## config.mk

```make
export PLATFORM = sky130hd
export DESIGN_NAME = stc_seq
export DESIGN_NICKNAME = d
export VERILOG_FILES = /design/src/stc_pkg.sv /design/src/stc_seq.sv
export SDC_FILE = /design/constraint.sdc
export NUM_CORES = 1
export LEC_CHECK = 0
export BUFFER_PORTS_ARGS = -buffer_cell sky130_fd_sc_hd__buf_2
export CAP_MARGIN = 15
export CORE_MARGIN = 2
export CORE_UTILIZATION = 50
export CTS_CLUSTER_SIZE = 25
export DETAILED_ROUTE_END_ITERATION = 10
export PLACE_DENSITY = 0.75
export SYNTH_ARGS = -nofsm -noshare
export SYNTH_HDL_FRONTEND = slang
export SYNTH_SLANG_ARGS = --single-unit
```

## constraint.sdc

```tcl
create_clock -name clk -period 12.92 [get_ports clk]
set_clock_uncertainty 0.05 [all_clocks]
set_input_delay 1.938 -clock clk [delete_from_list [all_inputs] [get_ports clk]]
set_output_delay 1.938 -clock clk [all_outputs]
set_load 0.05 [all_outputs]
```

## src/stc_pkg.sv

```systemverilog
`timescale 1ns / 1ps

package stc_pkg;

    // Sequence phase codes
    localparam logic [2:0] PH_IDLE     = 3'd0;
    localparam logic [2:0] PH_WAIT_OFF = 3'd1;
    localparam logic [2:0] PH_WAIT_ON  = 3'd2;
    localparam logic [2:0] PH_STABLE1  = 3'd3;
    localparam logic [2:0] PH_STABLE2  = 3'd4;
    localparam logic [2:0] PH_STABLE3  = 3'd5;

    // Measurement commands
    localparam logic [1:0] CMD_NONE  = 2'd0;
    localparam logic [1:0] CMD_STOP  = 2'd1;
    localparam logic [1:0] CMD_START = 2'd2;

    // Item kinds carried on tuser
    localparam logic OP_START  = 1'b0;
    localparam logic OP_SAMPLE = 1'b1;

    // Configuration register indexes
    localparam logic CFG_MARGIN  = 1'b0;
    localparam logic CFG_RESTART = 1'b1;

    localparam logic [7:0] MARGIN_RESET  = 8'd10;
    localparam logic [7:0] RESTART_RESET = 8'd80;

    // field_cycles * 5000 / 223720 == (field_cycles * WAIT_MULT) >> WAIT_SHIFT
    // exactly for every 13-bit field_cycles.
    localparam logic [22:0] WAIT_MULT  = 23'd5999363;
    localparam int          WAIT_SHIFT = 28;

    localparam logic signed [17:0] REM_MIN = 18'sh20000;

    typedef struct packed {
        logic [7:0] margin_per_line;
        logic [7:0] restart_wait_ms;
    } cfg_t;

    typedef struct packed {
        logic        operation;
        logic [15:0] timeout_ms;
        logic        meas_enabled;
        logic        meas_interlaced;
        logic [4:0]  vsync_lines;
        logic [10:0] field_lines;
        logic [13:0] block_size;
        logic [12:0] field_cycles;
    } item_t;

    typedef struct packed {
        logic [1:0] command;
        logic [7:0] wait_ms;
        logic       done_res;
        logic       success;
    } res_t;

    function automatic logic [7:0] field_wait(input logic [12:0] cycles);
        logic [35:0] prod;
        prod = {23'd0, cycles} * {13'd0, WAIT_MULT};
        return prod[WAIT_SHIFT +: 8];
    endfunction

endpackage

```

## src/stc_seq.sv

```systemverilog
`timescale 1ns / 1ps

module stc_seq
(
    input  logic           clk,
    input  logic           rst_n,
    input  logic           fire,
    input  stc_pkg::item_t item,
    input  stc_pkg::cfg_t  cfg,
    output stc_pkg::res_t  res
);
    import stc_pkg::*;

    logic [2:0]         phase_reg, phase_next;
    logic signed [17:0] rem_reg, rem_next;
    logic               ref_il_reg;
    logic [4:0]         ref_vs_reg;
    logic [10:0]        ref_fl_reg;
    logic [13:0]        ref_bs_reg;
    logic [12:0]        ref_fc_reg;

    logic [1:0]         cmd;
    logic [7:0]         wait_val;
    logic               done;
    logic               ok;
    logic               use_cons;
    logic               capture;
    logic               is_start;

    logic [7:0]         item_wait;
    logic [18:0]        fl_prod;
    logic [10:0]        fc_tol;
    logic [10:0]        bs_tol;
    logic [12:0]        fc_diff;
    logic [13:0]        bs_diff;
    logic               match;

    logic signed [17:0] rem_base;
    logic signed [18:0] rem_diff;
    logic signed [17:0] rem_cons;

    assign item_wait = field_wait(item.field_cycles);
    assign fl_prod   = {8'd0, ref_fl_reg} * {11'd0, cfg.margin_per_line};
    assign fc_tol    = fl_prod[18:8];
    assign bs_tol    = {cfg.margin_per_line, 3'b000};
    assign fc_diff   = (ref_fc_reg >= item.field_cycles) ? ref_fc_reg - item.field_cycles
                                                         : item.field_cycles - ref_fc_reg;
    assign bs_diff   = (ref_bs_reg >= item.block_size) ? ref_bs_reg - item.block_size
                                                       : item.block_size - ref_bs_reg;

    assign match = item.meas_enabled
                && (item.meas_interlaced == ref_il_reg)
                && (item.vsync_lines == ref_vs_reg)
                && (item.field_lines == ref_fl_reg)
                && (fc_diff <= {2'd0, fc_tol})
                && (bs_diff <= {3'd0, bs_tol});

    always_comb
    begin
        cmd        = CMD_NONE;
        wait_val   = 8'd0;
        done       = 1'b0;
        ok         = 1'b0;
        use_cons   = 1'b0;
        capture    = 1'b0;
        is_start   = 1'b0;
        phase_next = phase_reg;

        if (item.operation == OP_START)
        begin
            cmd        = CMD_STOP;
            wait_val   = 8'd1;
            phase_next = PH_WAIT_OFF;
            use_cons   = 1'b1;
            is_start   = 1'b1;
        end
        else
        begin
            unique case (phase_reg) inside
                PH_WAIT_OFF:
                begin
                    if (!item.meas_enabled)
                    begin
                        cmd        = CMD_START;
                        wait_val   = cfg.restart_wait_ms;
                        phase_next = PH_WAIT_ON;
                        use_cons   = 1'b1;
                    end
                    else if (rem_reg[17])
                        done = 1'b1;
                    else
                    begin
                        wait_val = 8'd1;
                        use_cons = 1'b1;
                    end
                end
                PH_WAIT_ON:
                begin
                    if (item.meas_enabled)
                    begin
                        capture    = 1'b1;
                        wait_val   = item_wait;
                        phase_next = PH_STABLE1;
                        use_cons   = 1'b1;
                    end
                    else if (rem_reg[17])
                        done = 1'b1;
                    else
                    begin
                        wait_val = 8'd1;
                        use_cons = 1'b1;
                    end
                end
                PH_STABLE1, PH_STABLE2, PH_STABLE3:
                begin
                    if (!match)
                        done = 1'b1;
                    else if (phase_reg == PH_STABLE3)
                    begin
                        done = 1'b1;
                        ok   = 1'b1;
                    end
                    else
                    begin
                        wait_val   = item_wait;
                        phase_next = phase_reg + 3'd1;
                        use_cons   = 1'b1;
                    end
                end
                default: ;
            endcase
        end

        // A finished sequence drops the command and the wait.
        if (done)
        begin
            cmd        = CMD_NONE;
            wait_val   = 8'd0;
            phase_next = PH_IDLE;
        end
    end

    // Budget update, saturating at the floor.
    assign rem_base = is_start ? $signed({2'b00, item.timeout_ms}) : rem_reg;
    assign rem_diff = {rem_base[17], rem_base} - $signed({11'd0, wait_val});
    assign rem_cons = (rem_diff[18] && !rem_diff[17]) ? REM_MIN : rem_diff[17:0];
    assign rem_next = use_cons ? rem_cons : rem_reg;

    assign res.command  = cmd;
    assign res.wait_ms  = wait_val;
    assign res.done_res = done;
    assign res.success  = done && ok;

    always_ff @(posedge clk or negedge rst_n)
    begin
        if (!rst_n)
        begin
            phase_reg  <= PH_IDLE;
            rem_reg    <= '0;
            ref_il_reg <= 1'b0;
            ref_vs_reg <= '0;
            ref_fl_reg <= '0;
            ref_bs_reg <= '0;
            ref_fc_reg <= '0;
        end
        else if (fire)
        begin
            phase_reg <= phase_next;
            rem_reg   <= rem_next;
            if (capture)
            begin
                ref_il_reg <= item.meas_interlaced;
                ref_vs_reg <= item.vsync_lines;
                ref_fl_reg <= item.field_lines;
                ref_bs_reg <= item.block_size;
                ref_fc_reg <= item.field_cycles;
            end
        end
    end

`ifndef NO_ASSERTIONS
    a_done_to_idle: assert property (@(posedge clk) disable iff (!rst_n)
        fire && done |=> phase_reg == PH_IDLE)
        else $error("phase not idle after finished sequence");

    a_start_to_wait_off: assert property (@(posedge clk) disable iff (!rst_n)
        fire && item.operation == OP_START |=> phase_reg == PH_WAIT_OFF)
        else $error("start did not enter wait-for-off");

    a_done_quiet: assert property (@(posedge clk) disable iff (!rst_n)
        done |-> cmd == CMD_NONE && wait_val == 8'd0)
        else $error("finished result carries a command or wait");

    a_idle_holds_budget: assert property (@(posedge clk) disable iff (!rst_n)
        fire && item.operation == OP_SAMPLE && phase_reg == PH_IDLE
        |=> $stable(rem_reg) && phase_reg == PH_IDLE)
        else $error("sample while idle changed state");
`endif

endmodule

```

==> flow_metrics.tcl, run 1 <==
set metrics [dict create \
    num-fill-cells 2405 \
    dpl_cell_area_mm2 0.0141 \
    coreArea_mm2 0.0267 \
    wl_met1_mm 13.6 \
    chipWidth_um 168 \
    slowest_delay_ns 0.65 \
    synth_top_area_share_pct 21.3 \
    cts_tree "yes" \
    drc 0 \
    drt_iter0_drc 613 \
    synth_nets 1995 \
    syn_inst 1553 \
    cts.htree.levels 3 \
    worstReg2RegStart "ref_fl_reg[3]" \
    vias 10800 \
    ios 93 \
    synth.yosys.warnings 0 \
    cts_root_buffer "clkbuf_16" \
    yosys.area.top_type "ha_1" \
    cp_slowest_cell "a2111oi_1" \
    place_congestion 0.918 \
    drive_gt1_share_pct 11.0 \
    fmax_ghz 0.0833 \
    slew_headroom_pct 41.3 \
    wl_met3_mm 1.63 \
    final_nets 2041 \
    rsz0062_at_grt "no" \
    synth_top_family_by_area "adder cells" \
    hold_path_depth 1 \
    netlist_area_mm2 0.0135 \
    diodes 0 \
    hp-start "rem_reg[3]" \
    largest_reg_flops 18 \
    postCtsSetupBuffers 0 \
    dp_hpwl_mm 25.9 \
    finalSetupViolations 0 \
    synth.most_common_cell "inv_1" \
    holdPathEnd "rem_reg[3]" \
    dieArea_mm2 0.0282 \
    cp.required_ns 13.09 \
    fin_crit_ns 12.00 \
    numClockSinks 65 \
    yosys.area_share.xor_xnor_pct 4.43 \
    dr.pass1.iters 5 \
    slew_violations 0 \
    worst_ep_arrival_time_ns 12.17 \
    avgViaCountPerCell 5.55 \
    grt_max_degree 71 \
    rrSetupSlack_ns 2.17 \
    gr-total-overflow 0 \
    p_per_area_mw_per_mm2 222 \
    synthAdderAreaFrac_pct 40.9 \
    power.leakage_nw 7.35 \
    clk_pin_slew_worst_paths_ns 0.06 \
    yosys_most_used_dff "dfrtp_1" \
    synth_compound_area_share_pct 13.0 \
    path_common_cell "fa_1" \
    cts-buffers-inserted 9 \
    highest_layer "met4" \
    worstSetupPathType "primary input to flip-flop" \
    finalWirelength_mm 31.3 \
    grt_pass1_vias 11200 \
    worstSetupStartpointType "primary input" \
    fin_util_pct 54.1 \
    initial_core_util_pct 50.5 \
    antenna_found_initial 0 \
    design_area_mm2 0.0144 \
    hold_path.class "flip-flop to flip-flop" \
    synth.avg_cell_area_um2 8.66 \
    max_cap_violations 0 \
    yosys-top-cells-count "inv_1 (278), ha_1 (229), fa_1 (132)" \
    timing.rr.end "rem_reg[8]" \
    seq_area_frac_synth_pct 12.1 \
    clk_path_buf_depth 2 \
    path_max_fanout 14 \
    hold_viol 0 \
    async_flop_share_pct 100 \
    syn_to_final_growth_pct 7.19 \
    r2r_cells 38 \
    grt_pass1_wl_mm 53.5 \
    setup-tns-final_ns 0 \
    met2_wirelength_mm 15.4 \
    num_rows 60 \
    grt_usage_pct 23.0 \
    vdd_drop_max_v 0.000178 \
    ant_nets 0 \
    synth-seq-cells 65 \
    die_height_um 168 \
    status "finished, final reports clean" \
    synth.distinct_cells 74 \
    io_buffer_count 92 \
    crit_path_end_kind "flip-flop" \
    synth_area_leaders "ha_1 (21%), fa_1 (20%), dfrtp_1 (12%), inv_1 (7.8%), xnor2_1 (3.0%)" \
    synthMuxAreaShare_pct 4.98 \
    synth-simple-area-share_pct 14.8 \
    wl_per_cell_um 16.1 \
    clock_latency_ns 0.34 \
    tightest_slew_ns 0.881 \
    post-route-period-util_pct 92.9 \
    synth_edf_count 0 \
]
routing by layer:
layer	track usage (%)	up-vias
met1	30.0	5159
met4	6.05	0
li1	-	5270
met2	40.4	320
met5	0	-
met3	3.20	53
worst max-delay path by stage:
| stage | endpoint | slack [ns] | startpoint |
|---|---|---|---|
| finish | rem_reg[8] | 0.92 | cfg[12] |
| global route | rem_reg[8] | 0.02 | cfg[11] |
| CTS | rem_reg[8] | 0.89 | cfg[12] |
| detailed placement | rem_reg[8] | 0.57 | cfg[12] |
| global placement | rem_reg[14] | 0.85 | cfg[12] |
| floorplan | rem_reg[14] | 0.41 | cfg[15] |
kinds of logic (layout without fill, tap and decap cells):
group / Yosys count / after routing
simple gates: 387 / 387
buf+inv: 342 / 393
fa+ha+maj: 361 / 361
xor+xnor: 68 / 68
mux: 59 / 59
compound gates: 271 / 271
flops: 65 / 65
cell type report:
| type | count | area [um2] | share of cell area, % |
|---|---|---|---|
| Clock inverter | 5 | 55.1 | 0.382 |
| Multi-Input combinational cell | 1146 | 10500 | 72.9 |
| Timing Repair Buffer | 98 | 505 | 3.51 |
| Tap cell | 341 | 427 | 2.96 |
| Sequential cell | 65 | 1630 | 11.3 |
| Clock buffer | 11 | 243 | 1.68 |
| Inverter | 279 | 1050 | 7.26 |
where the power goes:
part,internal [W],leakage (nW),switching (W),total (W)
registers,0.000292,0.762,0.0000976,0.000390
logic,0.00111,6.45,0.00146,0.00256
clock network,0.000154,0.142,0.000100,0.000255
total,0.00155,7.35,0.00165,0.00321
cell usage in the layout (no fill, tap or decap), drive strengths merged, types with 18 or more instances in the layout:
master / netlist / layout
inv: 278 / 278
xnor2: 46 / 46
xor2: 22 / 22
buf: 12 / 98
o21ai: 77 / 77
dfrtp: 65 / 65
nor4: 18 / 18
ha: 229 / 229
nor2: 69 / 69
a21oi: 73 / 73
mux2: 40 / 40
and2: 57 / 57
nand2: 103 / 103
nand3: 19 / 19
fa: 132 / 132
nor3: 32 / 32
mux2i: 19 / 19
timing repair:
item,CTS,global route
endpoints found under the setup margin,0,13
resized for setup,0,1
hold buffers,0,0
through the flow:
step / total power, W / instances / worst slack (ns) / hold slack [ns]
finish: 0.00321 / 1945 / 0.921 / 0.461
global route: 0.00361 / 1945 / 0.0198 / 0.470
CTS: 0.00322 / 1945 / 0.892 / 0.462
detailed placement: 0.00294 / 1929 / 0.568 / 0.446
global placement: 0.00285 / 1929 / 0.850 / 0.436
floorplan: 0.00235 / 1553 / 0.412 / 0.425
worst max-delay path, delay by kind of cell:
| kind | cells | cell delay, ns |
|---|---|---|
| buf+inv | 4 | 0.55 |
| mux | 1 | 0.11 |
| compound gates | 16 | 4.40 |
| fa+ha+maj | 7 | 2.90 |
| simple gates | 11 | 2.24 |
Note: power is estimated with default switching activity, not from simulation.
==> run 2: changes to the inputs <==
Settings changed: CORE_UTILIZATION 50 to 55, PLACE_DENSITY 0.75 to 0.81.
==> flow_metrics.tcl, run 2 (synthesis gave the netlist of run 1 again) <==
set metrics [dict create \
    rsz0062_at_grt "no" \
    diodes 0 \
    worstSetupPathType "primary input to flip-flop" \
    ios 93 \
    final_cells 1927 \
    final.setup.worst_slack_ns 0.979 \
    met2_wirelength_mm 15.5 \
    pwr-share-seq_pct 11.9 \
    wl_per_cell_um 16.5 \
    cp_slowest_cell "a2111oi_1" \
    switchingPower_w 0.00166 \
    path_buf_inv 6 \
    drive_gt1_share_pct 11.0 \
    numClockSinks 65 \
    dp_hpwl_mm 26.2 \
    hold_viol 0 \
    postCtsHoldBufs 0 \
    final_common_cell "inv_1" \
    power_frac_clock_pct 9.5 \
    slowest_delay_ns 0.61 \
    die_height_um 160 \
    r2r_cells 38 \
    wl_met1_mm 13.5 \
    clk_pin_slew_worst_paths_ns 0.06 \
    io_buffer_count 92 \
    vdd_drop_max_v 0.000198 \
    postCtsSetupBuffers 0 \
    crit_path_start "cfg[10]" \
    path_common_cell "ha_1" \
    fmax_ghz 0.0837 \
    ant_nets 0 \
    worstReg2RegStart "ref_fl_reg[4]" \
    slew_headroom_pct 36.4 \
    path_max_fanout 14 \
    rrSetupSlack_ns 2.21 \
    post-route-period-util_pct 92.4 \
    dr.pass1.iters 5 \
    final_nets 2040 \
    drc 0 \
    grt_max_degree 71 \
    clock_latency_ns 0.35 \
    cts_root_buffer "clkbuf_16" \
    cp.required_ns 13.10 \
    crit_cells 44 \
    crit_end "rem_reg[14]" \
    status "finished, final reports clean" \
    power.leakage_nw 7.39 \
    syn_to_final_growth_pct 7.50 \
    slew_violations 0 \
    vias 11000 \
    gr-total-overflow 0 \
    dp_cells 1911 \
    timing.rr.end "rem_reg[14]" \
    power.total_w 0.00327 \
    initial_core_util_pct 55.6 \
    grt_usage_pct 25.8 \
    drt_iter0_drc 738 \
    chipWidth_um 160 \
    cts-buffers-inserted 9 \
    p_per_area_mw_per_mm2 226 \
    grt_pass1_wl_mm 54.0 \
    switching_share_pct 50.8 \
    grt_pass1_vias 11400 \
    max_cap_violations 0 \
    clk_path_buf_depth 2 \
    cts_tree "yes" \
    hold_path.class "flip-flop to flip-flop" \
    num_rows 57 \
    critPathTopFamily "compound AO/OA/AOI/OAI gates" \
    worstSetupStartpointType "primary input" \
    cts.htree.levels 3 \
    most-common-layout-cells "inv_1 (278), ha_1 (229), fa_1 (132), nand2_1 (103), buf_2 (92)" \
    setup-tns-final_ns 0 \
    dieArea_mm2 0.0257 \
    intPower_w 0.00161 \
    crit_path_end_kind "flip-flop" \
    avgViaCountPerCell 5.70 \
    worst_ep_arrival_time_ns 12.12 \
    coreArea_mm2 0.0242 \
    antenna_found_initial 0 \
    fin_crit_ns 11.94 \
    power_frac_comb_pct 78.5 \
    tightest_slew_ns 0.954 \
    largest_reg_flops 18 \
    finalWirelength_mm 31.7 \
    preCtsSetupSlack_ns 0.526 \
    finalSetupViolations 0 \
    wl_met3_mm 1.60 \
    place_congestion 0.903 \
    highest_layer "met4" \
]
run 2: power by group through the flow:
stage / combinational (W) / clock (W) / sequential [W]
final: 0.00257 / 0.000311 / 0.000390
after global routing: 0.00293 / 0.000324 / 0.000403
after global placement: 0.00245 / 0 / 0.000386
after detailed placement: 0.00254 / 0 / 0.000390
after floorplan: 0.00201 / 0 / 0.000335
after CTS: 0.00257 / 0.000315 / 0.000389
run 2: stage by stage:
| step | area [um2] | utilization [%] | hold WS [ns] |
|---|---|---|---|
| floorplan | 13500 | - | 0.425 |
| CTS | 14500 | 59.8 | 0.463 |
| finish | 14500 | 59.8 | 0.458 |
| detailed placement | 14100 | 58.3 | 0.442 |
| global route | 14500 | 59.8 | 0.475 |
| global placement | 14100 | 58.3 | 0.437 |
run 2: metal layers:
| layer | global-route usage [%] | up-vias |
|---|---|---|
| met5 | 0 | - |
| met4 | 9.66 | 0 |
| met3 | 3.87 | 81 |
| met2 | 44.9 | 315 |
| met1 | 32.4 | 5323 |
| li1 | - | 5266 |
run 2: repair_timing:
item | 4_1_cts | 5_1_grt
hold endpoints to repair | 0 | 0
setup endpoints to repair | 0 | 3
resized for setup | 0 | 1
run 2: area by class of cell:
cell class              instances  area (um2)
clock buffers                   9         225
fillers                      2073        9710
well taps                     324         405
clock inverters                 7         143
repair buffers                 97         498
multi-input cells            1146       10500
flip-flops and latches         65        1630
inverters                     279        1050
run 2: worst min-delay path by stage:
stage,start,to,slack [ns],cells past startpoint
after detailed placement,rem_reg[6],rem_reg[6],0.44,1
after global routing,rem_reg[3],rem_reg[3],0.48,1
after floorplan,rem_reg[1],rem_reg[1],0.42,1
final,rem_reg[5],rem_reg[5],0.46,1
after CTS,rem_reg[6],rem_reg[6],0.46,1
after global placement,rem_reg[6],rem_reg[6],0.44,1
